<file path="src/ffc_pkg.sv">
// Shared types, constants and helper functions for the frame flood classifier.
// No dependencies; used by frame_flood_classifier_unit and its checker.
package ffc_pkg;

  // Counter width of the window counters (legal range 16..64).
  localparam int COUNT_W = 32;
  // Width used for comparing counters against 32-bit limits.
  localparam int LIM_W   = (COUNT_W > 32) ? COUNT_W : 32;
  // Width for the exact share tests (x*10 needs four more bits).
  localparam int SHARE_W = COUNT_W + 4;

  localparam int CFG_IDX_W  = 3;
  localparam int CFG_DATA_W = 32;
  localparam int RATE_OUT_W = 32;

  typedef logic [COUNT_W-1:0] cnt_t;

  typedef enum logic [1:0] {
    OP_FRAME = 2'd0,
    OP_TICK  = 2'd1,
    OP_CLEAR = 2'd2
  } op_t;

  typedef enum logic [1:0] {
    KIND_NONE = 2'd0,
    KIND_SYN  = 2'd1,
    KIND_UDP  = 2'd2,
    KIND_ICMP = 2'd3
  } kind_t;

  // Register indexes on the configuration port
  localparam logic [CFG_IDX_W-1:0] CFG_SYN_COUNT  = 3'd0;
  localparam logic [CFG_IDX_W-1:0] CFG_SYN_RATE   = 3'd1;
  localparam logic [CFG_IDX_W-1:0] CFG_UDP_COUNT  = 3'd2;
  localparam logic [CFG_IDX_W-1:0] CFG_UDP_RATE   = 3'd3;
  localparam logic [CFG_IDX_W-1:0] CFG_ICMP_COUNT = 3'd4;
  localparam logic [CFG_IDX_W-1:0] CFG_ICMP_RATE  = 3'd5;
  localparam logic [CFG_IDX_W-1:0] CFG_OVERSIZE   = 3'd6;

  // Reset values of the limits
  localparam logic [31:0] RST_SYN_COUNT  = 32'd100;
  localparam logic [31:0] RST_SYN_RATE   = 32'd50;
  localparam logic [31:0] RST_UDP_COUNT  = 32'd500;
  localparam logic [31:0] RST_UDP_RATE   = 32'd100;
  localparam logic [31:0] RST_ICMP_COUNT = 32'd100;
  localparam logic [31:0] RST_ICMP_RATE  = 32'd50;
  localparam logic [15:0] RST_OVERSIZE   = 16'd2000;

  localparam logic [15:0] ETYPE_IPV4 = 16'h0800;
  localparam logic [7:0]  PROTO_ICMP = 8'd1;
  localparam logic [7:0]  PROTO_TCP  = 8'd6;
  localparam logic [7:0]  PROTO_UDP  = 8'd17;

  // Saturating increment
  function automatic cnt_t sat_inc(input cnt_t v);
    sat_inc = (&v) ? v : v + COUNT_W'(1);
  endfunction

  // Clamp a counter to the 32-bit output field
  function automatic logic [RATE_OUT_W-1:0] sat_out(input cnt_t v);
    if (LIM_W'(v) > LIM_W'({RATE_OUT_W{1'b1}})) begin
      sat_out = {RATE_OUT_W{1'b1}};
    end else begin
      sat_out = RATE_OUT_W'(v);
    end
  endfunction

  // Compare a counter against a 32-bit limit: v > lim
  function automatic logic above_lim(input cnt_t v, input logic [31:0] lim);
    above_lim = LIM_W'(v) > LIM_W'(lim);
  endfunction

endpackage

</file>
<file path="src/frame_flood_classifier_unit.sv">
// Frame flood classifier top level: window counters, flood/scan/promiscuity flags.
// Depends on ffc_pkg (types, constants, saturating helpers).
//
//  channel | ports                  | handshake     | payload
//  --------+------------------------+---------------+--------------------------------------
//  input   | in_valid / in_ready    | valid-ready   | op, dest_mac, ether_type, ip_protocol,
//          |                        |               | tcp_syn, tcp_ack, frame_length
//  result  | out_valid / out_ready  | valid-ready   | attack_flag, attack_kind, scan_flag,
//          |                        |               | promisc_flag, packet_rate, frame_total
//  config  | cfg_wr_en              | write strobe  | cfg_index, cfg_wdata
//
// Throughput is one item per clock while the result register is not stalled. An input
// transfer loads the input register, which feeds the counter update; its combinational
// read-modify-write of the window state sets the rate; the result register loads as the
// item advances and raises out_valid. rst_n is synchronous, active low; it restores the
// limit defaults and zeroes all window state. With out_ready low the result register
// holds and the input register may still fill; in_ready drops only when both are occupied.
module frame_flood_classifier_unit (
  input  logic                           clk,
  input  logic                           rst_n,
  // input channel
  input  logic                           in_valid,
  output logic                           in_ready,
  input  logic [1:0]                     in_op,
  input  logic [47:0]                    in_dest_mac,
  input  logic [15:0]                    in_ether_type,
  input  logic [7:0]                     in_ip_protocol,
  input  logic                           in_tcp_syn,
  input  logic                           in_tcp_ack,
  input  logic [15:0]                    in_frame_length,
  // result channel
  output logic                           out_valid,
  input  logic                           out_ready,
  output logic                           out_attack_flag,
  output logic [1:0]                     out_attack_kind,
  output logic                           out_scan_flag,
  output logic                           out_promisc_flag,
  output logic [31:0]                    out_packet_rate,
  output logic [31:0]                    out_frame_total,
  // configuration
  input  logic                           cfg_wr_en,
  input  logic [ffc_pkg::CFG_IDX_W-1:0]  cfg_index,
  input  logic [ffc_pkg::CFG_DATA_W-1:0] cfg_wdata
);

  // ---------------------------------------------------------------- limits
  logic [31:0] syn_cnt_lim_r, syn_rate_lim_r;
  logic [31:0] udp_cnt_lim_r, udp_rate_lim_r;
  logic [31:0] icmp_cnt_lim_r, icmp_rate_lim_r;
  logic [15:0] oversize_len_r;

  always_ff @(posedge clk) begin
    if (!rst_n) begin
      syn_cnt_lim_r   <= ffc_pkg::RST_SYN_COUNT;
      syn_rate_lim_r  <= ffc_pkg::RST_SYN_RATE;
      udp_cnt_lim_r   <= ffc_pkg::RST_UDP_COUNT;
      udp_rate_lim_r  <= ffc_pkg::RST_UDP_RATE;
      icmp_cnt_lim_r  <= ffc_pkg::RST_ICMP_COUNT;
      icmp_rate_lim_r <= ffc_pkg::RST_ICMP_RATE;
      oversize_len_r  <= ffc_pkg::RST_OVERSIZE;
    end else if (cfg_wr_en) begin
      unique case (cfg_index)
        ffc_pkg::CFG_SYN_COUNT:  syn_cnt_lim_r   <= cfg_wdata;
        ffc_pkg::CFG_SYN_RATE:   syn_rate_lim_r  <= cfg_wdata;
        ffc_pkg::CFG_UDP_COUNT:  udp_cnt_lim_r   <= cfg_wdata;
        ffc_pkg::CFG_UDP_RATE:   udp_rate_lim_r  <= cfg_wdata;
        ffc_pkg::CFG_ICMP_COUNT: icmp_cnt_lim_r  <= cfg_wdata;
        ffc_pkg::CFG_ICMP_RATE:  icmp_rate_lim_r <= cfg_wdata;
        ffc_pkg::CFG_OVERSIZE:   oversize_len_r  <= cfg_wdata[15:0];
        default: ;  // writes beyond the register list are dropped
      endcase
    end
  end

  // ---------------------------------------------------------------- input stage
  logic        s1_valid_r;
  logic [1:0]  s1_op_r;
  logic [47:0] s1_mac_r;
  logic [15:0] s1_etype_r;
  logic [7:0]  s1_proto_r;
  logic        s1_syn_r, s1_ack_r;
  logic [15:0] s1_len_r;

  logic out_valid_r;
  logic advance;       // item in the input stage moves into state and result

  assign advance  = s1_valid_r && (!out_valid_r || out_ready);
  assign in_ready = !s1_valid_r || advance;

  always_ff @(posedge clk) begin
    if (!rst_n) begin
      s1_valid_r <= 1'b0;
    end else if (in_valid && in_ready) begin
      s1_valid_r <= 1'b1;
    end else if (advance) begin
      s1_valid_r <= 1'b0;
    end
  end

  // payload: no reset needed
  always_ff @(posedge clk) begin
    if (in_valid && in_ready) begin
      s1_op_r    <= in_op;
      s1_mac_r   <= in_dest_mac;
      s1_etype_r <= in_ether_type;
      s1_proto_r <= in_ip_protocol;
      s1_syn_r   <= in_tcp_syn;
      s1_ack_r   <= in_tcp_ack;
      s1_len_r   <= in_frame_length;
    end
  end

  // ---------------------------------------------------------------- window state
  ffc_pkg::cnt_t  total_r, bcast_r, mcast_r, syn_r, udp_r, icmp_r, oversize_r;
  ffc_pkg::cnt_t  last_tick_r, rate_r;
  logic           attack_r, scan_r, promisc_r;
  ffc_pkg::kind_t kind_r;

  ffc_pkg::cnt_t  total_nxt, bcast_nxt, mcast_nxt, syn_nxt, udp_nxt, icmp_nxt;
  ffc_pkg::cnt_t  oversize_nxt, last_tick_nxt, rate_nxt;
  logic           attack_nxt, scan_nxt, promisc_nxt;
  ffc_pkg::kind_t kind_nxt;

  // exact share tests on the updated counts: 10*bcast > 3*total, 10*mcast > 4*total
  logic [ffc_pkg::SHARE_W-1:0] bcast_x10, mcast_x10, total_x3, total_x4;
  logic                        share_high;

  assign bcast_x10 = (ffc_pkg::SHARE_W'(bcast_nxt) << 3) + (ffc_pkg::SHARE_W'(bcast_nxt) << 1);
  assign mcast_x10 = (ffc_pkg::SHARE_W'(mcast_nxt) << 3) + (ffc_pkg::SHARE_W'(mcast_nxt) << 1);
  assign total_x3  = (ffc_pkg::SHARE_W'(total_nxt) << 1) + ffc_pkg::SHARE_W'(total_nxt);
  assign total_x4  = ffc_pkg::SHARE_W'(total_nxt) << 2;
  assign share_high = (bcast_x10 > total_x3) || (mcast_x10 > total_x4);

  always_comb begin
    total_nxt     = total_r;
    bcast_nxt     = bcast_r;
    mcast_nxt     = mcast_r;
    syn_nxt       = syn_r;
    udp_nxt       = udp_r;
    icmp_nxt      = icmp_r;
    oversize_nxt  = oversize_r;
    last_tick_nxt = last_tick_r;
    rate_nxt      = rate_r;
    attack_nxt    = attack_r;
    scan_nxt      = scan_r;
    promisc_nxt   = promisc_r;
    kind_nxt      = kind_r;

    unique case (s1_op_r)
      ffc_pkg::OP_FRAME: begin
        total_nxt = ffc_pkg::sat_inc(total_r);
        // all-ones destination is broadcast only; otherwise group bit means multicast
        if (&s1_mac_r) begin
          bcast_nxt = ffc_pkg::sat_inc(bcast_r);
        end else if (s1_mac_r[40]) begin
          mcast_nxt = ffc_pkg::sat_inc(mcast_r);
        end

        if (s1_etype_r == ffc_pkg::ETYPE_IPV4) begin
          if (s1_len_r > oversize_len_r) begin
            oversize_nxt = ffc_pkg::sat_inc(oversize_r);
          end

          case (s1_proto_r)
            ffc_pkg::PROTO_TCP: begin
              if (s1_syn_r && !s1_ack_r) begin
                syn_nxt = ffc_pkg::sat_inc(syn_r);
                if (ffc_pkg::above_lim(syn_nxt, syn_cnt_lim_r) &&
                    ffc_pkg::above_lim(rate_r, syn_rate_lim_r)) begin
                  attack_nxt = 1'b1;
                  kind_nxt   = ffc_pkg::KIND_SYN;
                  scan_nxt   = 1'b1;
                end
              end
            end
            ffc_pkg::PROTO_UDP: begin
              udp_nxt = ffc_pkg::sat_inc(udp_r);
              if (ffc_pkg::above_lim(udp_nxt, udp_cnt_lim_r) &&
                  ffc_pkg::above_lim(rate_r, udp_rate_lim_r)) begin
                attack_nxt = 1'b1;
                kind_nxt   = ffc_pkg::KIND_UDP;
                scan_nxt   = 1'b1;
              end
            end
            ffc_pkg::PROTO_ICMP: begin
              icmp_nxt = ffc_pkg::sat_inc(icmp_r);
              if (ffc_pkg::above_lim(icmp_nxt, icmp_cnt_lim_r) &&
                  ffc_pkg::above_lim(rate_r, icmp_rate_lim_r)) begin
                attack_nxt = 1'b1;
                kind_nxt   = ffc_pkg::KIND_ICMP;
              end
            end
            default: ;
          endcase

          if (share_high) begin
            promisc_nxt = 1'b1;
          end
        end
      end
      ffc_pkg::OP_TICK: begin
        // frames since the previous tick, modulo the counter width
        rate_nxt      = total_r - last_tick_r;
        last_tick_nxt = total_r;
      end
      ffc_pkg::OP_CLEAR: begin
        total_nxt     = '0;
        bcast_nxt     = '0;
        mcast_nxt     = '0;
        syn_nxt       = '0;
        udp_nxt       = '0;
        icmp_nxt      = '0;
        oversize_nxt  = '0;
        last_tick_nxt = '0;
        rate_nxt      = '0;
        attack_nxt    = 1'b0;
        scan_nxt      = 1'b0;
        promisc_nxt   = 1'b0;
        kind_nxt      = ffc_pkg::KIND_NONE;
      end
      default: ;  // unused op: state unchanged, result reports it
    endcase
  end

  always_ff @(posedge clk) begin
    if (!rst_n) begin
      total_r     <= '0;
      bcast_r     <= '0;
      mcast_r     <= '0;
      syn_r       <= '0;
      udp_r       <= '0;
      icmp_r      <= '0;
      oversize_r  <= '0;
      last_tick_r <= '0;
      rate_r      <= '0;
      attack_r    <= 1'b0;
      scan_r      <= 1'b0;
      promisc_r   <= 1'b0;
      kind_r      <= ffc_pkg::KIND_NONE;
    end else if (advance) begin
      total_r     <= total_nxt;
      bcast_r     <= bcast_nxt;
      mcast_r     <= mcast_nxt;
      syn_r       <= syn_nxt;
      udp_r       <= udp_nxt;
      icmp_r      <= icmp_nxt;
      oversize_r  <= oversize_nxt;
      last_tick_r <= last_tick_nxt;
      rate_r      <= rate_nxt;
      attack_r    <= attack_nxt;
      scan_r      <= scan_nxt;
      promisc_r   <= promisc_nxt;
      kind_r      <= kind_nxt;
    end
  end

  // ---------------------------------------------------------------- result register
  logic        res_attack_r, res_scan_r, res_promisc_r;
  logic [1:0]  res_kind_r;
  logic [31:0] res_rate_r, res_total_r;

  always_ff @(posedge clk) begin
    if (!rst_n) begin
      out_valid_r <= 1'b0;
    end else if (advance) begin
      out_valid_r <= 1'b1;
    end else if (out_ready) begin
      out_valid_r <= 1'b0;
    end
  end

  always_ff @(posedge clk) begin
    if (advance) begin
      res_attack_r  <= attack_nxt;
      res_kind_r    <= kind_nxt;
      res_scan_r    <= scan_nxt;
      res_promisc_r <= promisc_nxt;
      res_rate_r    <= ffc_pkg::sat_out(rate_nxt);
      res_total_r   <= ffc_pkg::sat_out(total_nxt);
    end
  end

  assign out_valid        = out_valid_r;
  assign out_attack_flag  = res_attack_r;
  assign out_attack_kind  = res_kind_r;
  assign out_scan_flag    = res_scan_r;
  assign out_promisc_flag = res_promisc_r;
  assign out_packet_rate  = res_rate_r;
  assign out_frame_total  = res_total_r;

endmodule

</file>
<file path="config.mk">
export PLATFORM = sky130hd
export DESIGN_NAME = frame_flood_classifier_unit
export DESIGN_NICKNAME = d
export VERILOG_FILES = /design/src/ffc_pkg.sv /design/src/frame_flood_classifier_unit.sv
export SDC_FILE = /design/constraint.sdc
export NUM_CORES = 2
export LEC_CHECK = 0
export BUFFER_PORTS_ARGS = -buffer_cell sky130_fd_sc_hd__buf_2
export CAP_MARGIN = 25
export CORE_ASPECT_RATIO = 0.9
export CORE_MARGIN = 10
export CORE_UTILIZATION = 40
export DETAILED_ROUTE_END_ITERATION = 8
export GPL_TIMING_DRIVEN = 0
export SLEW_MARGIN = 0
export SYNTH_ARGS = -nofsm -noshare
export SYNTH_HDL_FRONTEND = slang
export SYNTH_SLANG_ARGS = --single-unit
export TNS_END_PERCENT = 30
</file>
<file path="constraint.sdc">
create_clock -name clk -period 8.21 [get_ports clk]
set_clock_uncertainty 0.1 [all_clocks]
set_input_delay 2.0525 -clock clk [delete_from_list [all_inputs] [get_ports clk]]
set_output_delay 2.0525 -clock clk [all_outputs]
set_load 0.02 [all_outputs]
</file>
Word-level counts from Yosys, hierarchy flattened
Cells that the tools add are included.
{ "totals": {"out_inout_bits": 71, "elab_cells": 154, "inputBits": 132, "ff_bits": 600} }
{ "classes": {"magnitude_cmp": 10, "n_mux": 51, "n_reduce_logical": 35, "n_eq_ne": 16, "add_sub_neg": 10} }
{ "op_table": {"columns": ["operator", "n"], "rows": [
  ["$mux W32", 16],
  ["$pmux W32 S2", 8],
  ["$add A32 B1 Y32 const B", 6],
  ["$gt A32 B32 Y1", 6],
  ["$reduce_and A32 Y1", 6],
  ["$add A35 B33 Y36", 2],
  ["$gt A36 B34 Y1", 2],
  ["$gt A32 B32 Y1 const B", 2],
  ["$reduce_and A48 Y1", 1],
  ["$add A33 B32 Y34", 1],
  ["$sub A32 B32 Y32", 1],
  ["$eq A16 B12 Y1 const B", 1],
  ["$mux W1", 15],
  ["$reduce_and A2 Y1", 7],
  ["$mux W2", 5],
  ["$eq A8 B1 Y1 const B", 1],
  ["$eq A8 B3 Y1 const B", 1],
  ["$eq A8 B5 Y1 const B", 1],
  ["$pmux W1 S2", 4],
  ["$reduce_and A4 Y1", 2],
  ["$reduce_bool A2 Y1", 4],
  ["$eq A3 B2 Y1 const B", 2],
  ["$eq A3 B3 Y1 const B", 2],
  ["$logic_and A1 B1 Y1", 6],
  ["other kinds (13)", 20]
]} }

Depth between registers and ports, before layout
{ "depth": {"word_depth": 11, "mapped_depth": 35, "depth_no_buf": 34} }

Least setup slack after synthesis
Ideal clock, no wire load.
{ "synth_timing": {"path_type": "flip-flop to flip-flop", "from": "register total_r[26]", "to": "register res_promisc_r, in the netlist out_promisc_flag (data pin)", "path_stages_with_launch": 32, "arrival_ns": 6.214, "required_time_ns": 7.847, "period_less_slack_ns": 6.577, "setup_time_ns": 0.263, "slack_ns": 1.633, "n_path_buf": 0, "path_cell_list": "dfxtp_1 -> and3_1 -> and3_2 -> and4_1 -> a21oi_4 -> nand3_1 -> nor2_1 -> nand3_1 -> mux2_2 -> inv_1 -> ha_1 -> o21a_1 -> o21a_1 -> o21ai_1 -> o31ai_1 -> and2_1 -> a311o_1 -> o311ai_1 -> and2_1 -> o21ai_1 -> o41a_1 -> xor2_1 -> ha_1 -> nand4_1 -> nor2_1 -> nand3_1 -> nor3_1 -> o211a_1 -> o31a_1 -> o22a_1 -> o41ai_2 -> nand2_1"} }
{ "synth_via": {"elab_chain_cells": 9, "elab_cells_between_ends": 11} }
{ "synth_lines": {"columns": ["item", "line", "rtl"], "rows": [
  ["from (decl)", "frame_flood_classifier_unit.sv:114", "ffc_pkg::cnt_t total_r, bcast_r, mcast_r, syn_r, udp_r, icmp_r, oversize_r;"],
  ["from (signal assigned)", "frame_flood_classifier_unit.sv:241", "total_r <= total_nxt;"],
  ["$reduce_and A32 Y1 *", "ffc_pkg.sv:56", "sat_inc = (&v) ? v : v + COUNT_W'(1);"],
  ["$mux W32 *", "ffc_pkg.sv:56", null],
  ["$pmux W32 S2 *", "frame_flood_classifier_unit.sv:149", "unique case (s1_op_r)"],
  ["named net total_nxt[15]", "frame_flood_classifier_unit.sv:119", "ffc_pkg::cnt_t total_nxt, bcast_nxt, mcast_nxt, syn_nxt, udp_nxt, icmp_nxt;"],
  ["$add A33 B32 Y34", "frame_flood_classifier_unit.sv:130", "assign total_x3 = (ffc_pkg::SHARE_W'(total_nxt) << 1) + ffc_pkg::SHARE_W'(total_nxt);"],
  ["$gt A36 B34 Y1", "frame_flood_classifier_unit.sv:132", "assign share_high = (bcast_x10 > total_x3) || (mcast_x10 > total_x4);"],
  ["$logic_or A1 B1 Y1 *", "frame_flood_classifier_unit.sv:132", null],
  ["$mux W1 *", "frame_flood_classifier_unit.sv:196", "if (share_high) begin"],
  ["$mux W1 *", "frame_flood_classifier_unit.sv:159", "if (s1_etype_r == ffc_pkg::ETYPE_IPV4) begin"],
  ["$pmux W1 S2 *", "frame_flood_classifier_unit.sv:149", null],
  ["named net promisc_nxt", "frame_flood_classifier_unit.sv:121", "logic attack_nxt, scan_nxt, promisc_nxt;"],
  ["to (signal assigned)", "frame_flood_classifier_unit.sv:277", "res_promisc_r <= promisc_nxt;"],
  ["to (decl)", "frame_flood_classifier_unit.sv:258", "logic res_attack_r, res_scan_r, res_promisc_r;"]
]} }
Mark *: on every way through the listed nets, which the timed path passes. The rest lies on a longest branch.
A chain may end at the register's enable or synchronous reset.

Final worst setup path
{ "layout_timing": {"from": "register s1_op_r[0]", "to": "register res_promisc_r, in the netlist out_promisc_flag (data pin)"} }
{ "layout_via": {"elab_chain_cells": 8, "elab_cells_between_ends": 14} }
{ "layout_lines": {"columns": ["item", "line", "rtl"], "rows": [
  ["from (decl)", "frame_flood_classifier_unit.sv:77", "logic [1:0] s1_op_r;"],
  ["from (signal assigned)", "frame_flood_classifier_unit.sv:103", "s1_op_r <= in_op;"],
  ["$eq A2 B2 Y1 / $logic_not A2 Y1 (equally long branches)", "frame_flood_classifier_unit.sv:149", null],
  ["$pmux W32 S2 *", "frame_flood_classifier_unit.sv:149", null],
  ["named net total_nxt[2]", "frame_flood_classifier_unit.sv:119", null],
  ["$add A33 B32 Y34", "frame_flood_classifier_unit.sv:130", null],
  ["$gt A36 B34 Y1", "frame_flood_classifier_unit.sv:132", null],
  ["$logic_or A1 B1 Y1 *", "frame_flood_classifier_unit.sv:132", null],
  ["$mux W1 *", "frame_flood_classifier_unit.sv:196", null],
  ["$mux W1 *", "frame_flood_classifier_unit.sv:159", null],
  ["$pmux W1 S2 *", "frame_flood_classifier_unit.sv:149", null],
  ["named net promisc_nxt", "frame_flood_classifier_unit.sv:121", null]
]} }
Marked as above.

==> results.toml <==
[final_layout]
syn2layout_area_growth_pct = 13.37
layout_commonest_cell = "nand2_1"
largest_register_ffs = 48
mostFrequentLayoutCells = "nand2_1, a21oi_1, dfxtp_1, ha_1, nor2_1"
drive_above_1_share = 0.08332
nets = 5415
diodes = 0
largest_register = "s1_mac_r"

[cts]
worst_skew_pair.late_latency_ns = 0.66
h-tree-depth = 3
cts-buffers-inserted = 72
cts_tree = "yes"
clkTransAtPathRegs_ns = 0.06
clock_path_buffers = 3
clockRootBuffer = "clkbuf_16"
cts_sinks = 600

[route]
dr.pass1.iters = 6
wl_um = 126300
avgViaCountPerCell = 5.555
dr_total_vias = 34370
drt_iter0_markers = 2972
postRouteAntennaNets = 0
wl_per_cell_um = 20.42
route.detailed.drc = 0

[flow_run]
maxCapViolCount = 0

[worst_setup_path]
r2r-start = "s1_op_r[0]"
startpoint = "s1_op_r[0]"
end_kind = "flip-flop"
crit_end = "out_promisc_flag"
cp.arrival_ns = 8.10
cpMaxStageDelayCell = "fa_1"
max_stage_delay_ns = 0.47
reg2regPathDepth = 34
critPathLaunchType = "flip-flop"
r2r_setup_slack_ns = 0.36
critical_path_class = "flip-flop to flip-flop"
worstPathRequired_ns = 8.47
rr_endpoint = "out_promisc_flag"
cp_max_fo = 10

[outcome]
outcome = "finished clean"

[synth]
syn-num-nets = 5146
ys_seq_area_frac = 0.3562
synth_ff_type = "dfxtp_1"
syn_inst = 4622
yosysWarnings = 0
synth-async-reset-ratio = 0
synth_cell_type_count = 103
yosys_register_bits = 600
synth_edf_count = 145
postSynthAreaPerCell_sq_um = 8.177
synthesis.area_sq_um = 37790

[min_path]
hold_class = "flip-flop to flip-flop"
hold-path-cell-count = 2

[placed_design]
place.port_buffers = 185
dp_hpwl_um = 97210
place.gp.congestion = 0.9268
place_ws_ns = -0.6045

[power_and_ir_drop]
p_leak_nw = 17.81
peakVddDrop_mv = 0.1318
power.density_nw_per_um2 = 174.2
totalPowerFinal_mw = 7.463

[global_routing]
grt_pass1_wl_um = 191200
gr-total-overflow = 0
grt_max_degree = 73
antenna_found_initial = 2
grt_pass1_vias = 32010
track_usage = 0.2271

[floorplanning]
die-area_sq_um = 107200
core_sq_um = 93370
ios = 203
dieHeight_um = 311.6
start_util = 0.4048
die_w_um = 344.0
rows = 106

[sta]
fin_tns_setup_ns = 0
min_period_over_period = 0.9561
hold_slack_ns = 0.3538
worst_slack_ns = 0.3606
max_freq_mhz = 127.4
slew_headroom = 0.2674
slew_violations = 0
setup_viol = 0
worstMarginPinSlew_ns = 1.099
hold_viol = 0
min_period_ns = 7.849
worst min path at each step:
| stage | start | end |
|---|---|---|
| floorplan | last_tick_r[24] | last_tick_r[24] |
| global placement | rate_r[0] | rate_r[0] |
| detailed placement | syn_rate_lim_r[20] | syn_rate_lim_r[20] |
| CTS | syn_rate_lim_r[20] | syn_rate_lim_r[20] |
| global route | icmp_rate_lim_r[26] | icmp_rate_lim_r[26] |
| finish | udp_cnt_lim_r[10] | udp_cnt_lim_r[10] |
report_power, final:
| group | total [mW] | leakage [nW] | switching (mW) | internal (mW) |
|---|---|---|---|---|
| logic | 1.03 | 11.6 | 0.675 | 0.358 |
| registers | 3.19 | 5.08 | 0.0712 | 3.12 |
| clock network | 3.24 | 1.15 | 1.38 | 1.86 |
| total | 7.46 | 17.8 | 2.13 | 5.34 |
routing by layer:
metal	share of wire	global-route usage	vias to the layer above
li1	-	-	16940
met1	0.46	0.3170	16200
met2	0.44	0.3529	1013
met3	0.058	0.02802	215
met4	0.041	0.08801	0
met5	0	0	-
area by class of cell:
type | count | area, sq um
buffer | 190 | 793.3
clock buffer | 100 | 2007
clock inverter | 28 | 361.6
fill | 9296 | 50520
inverter | 344 | 1296
multi-input combinational | 3488 | 22330
sequential | 600 | 13460
tap | 1242 | 1554
timing repair buffer | 195 | 1041
worst max-delay path: cells and delay by family, from the launching register on:
kind | cells | cell delay (ns)
AND/OR/NAND/NOR | 6 | 0.92
adder cells (fa/ha/maj) | 3 | 1.08
buffers and inverters | 6 | 1.35
XOR/XNOR | 1 | 0.16
flip-flops | 1 | 0.39
AO/OA/AOI/OAI | 18 | 3.53
metrics by stage:
stage,std cells,utilization,instance area [sq um]
6_report,6187,0.4589,42850
3_3_place_gp,6049,0.4313,40270
4_1_cts,6182,0.4577,42740
2_1_floorplan,4622,-,37800
3_5_place_dp,6054,0.4322,40360
5_1_grt,6187,0.4589,42850
synth_stat cells (all sizes together) (92+ instances only):
cell type | count | area [sq um]
nor2 | 391 | 1475
inv | 341 | 1280
a21oi | 483 | 2429
ha | 388 | 4855
dfxtp | 455 | 9109
edfxtp | 145 | 4354
xnor2 | 114 | 998.5
and3 | 92 | 583.1
o21ai | 196 | 980.9
clkbuf | 164 | 655.6
nand2 | 647 | 2429
nand4 | 101 | 638.1
a21o | 121 | 908.4
nand3 | 166 | 855.8
logic make-up (layout without fill, tap and decap cells):
kind of cell               after synthesis  count (layout)  share of synthesized area
DFF                                    600             600                     0.3562
and+or+nand+nor                       1697            1697                     0.2120
adders and majority gates              392             392                     0.1306
muxes                                   26              26                   0.007382
xor gates and xnor gates               194             194                    0.04496
buffers and inverters                  534             857                    0.05459
AOI/OAI and AO/OA                     1179            1179                     0.1943
what timing repair did:
item                                    4_1_cts  5_1_grt
hold buffers                                  0        0
endpoints found under the setup margin        2        2
pin swaps                                     0        1
gates resized for setup                       8       25
buffers inserted                              0        5
Power figures use the tool's default switching activity.
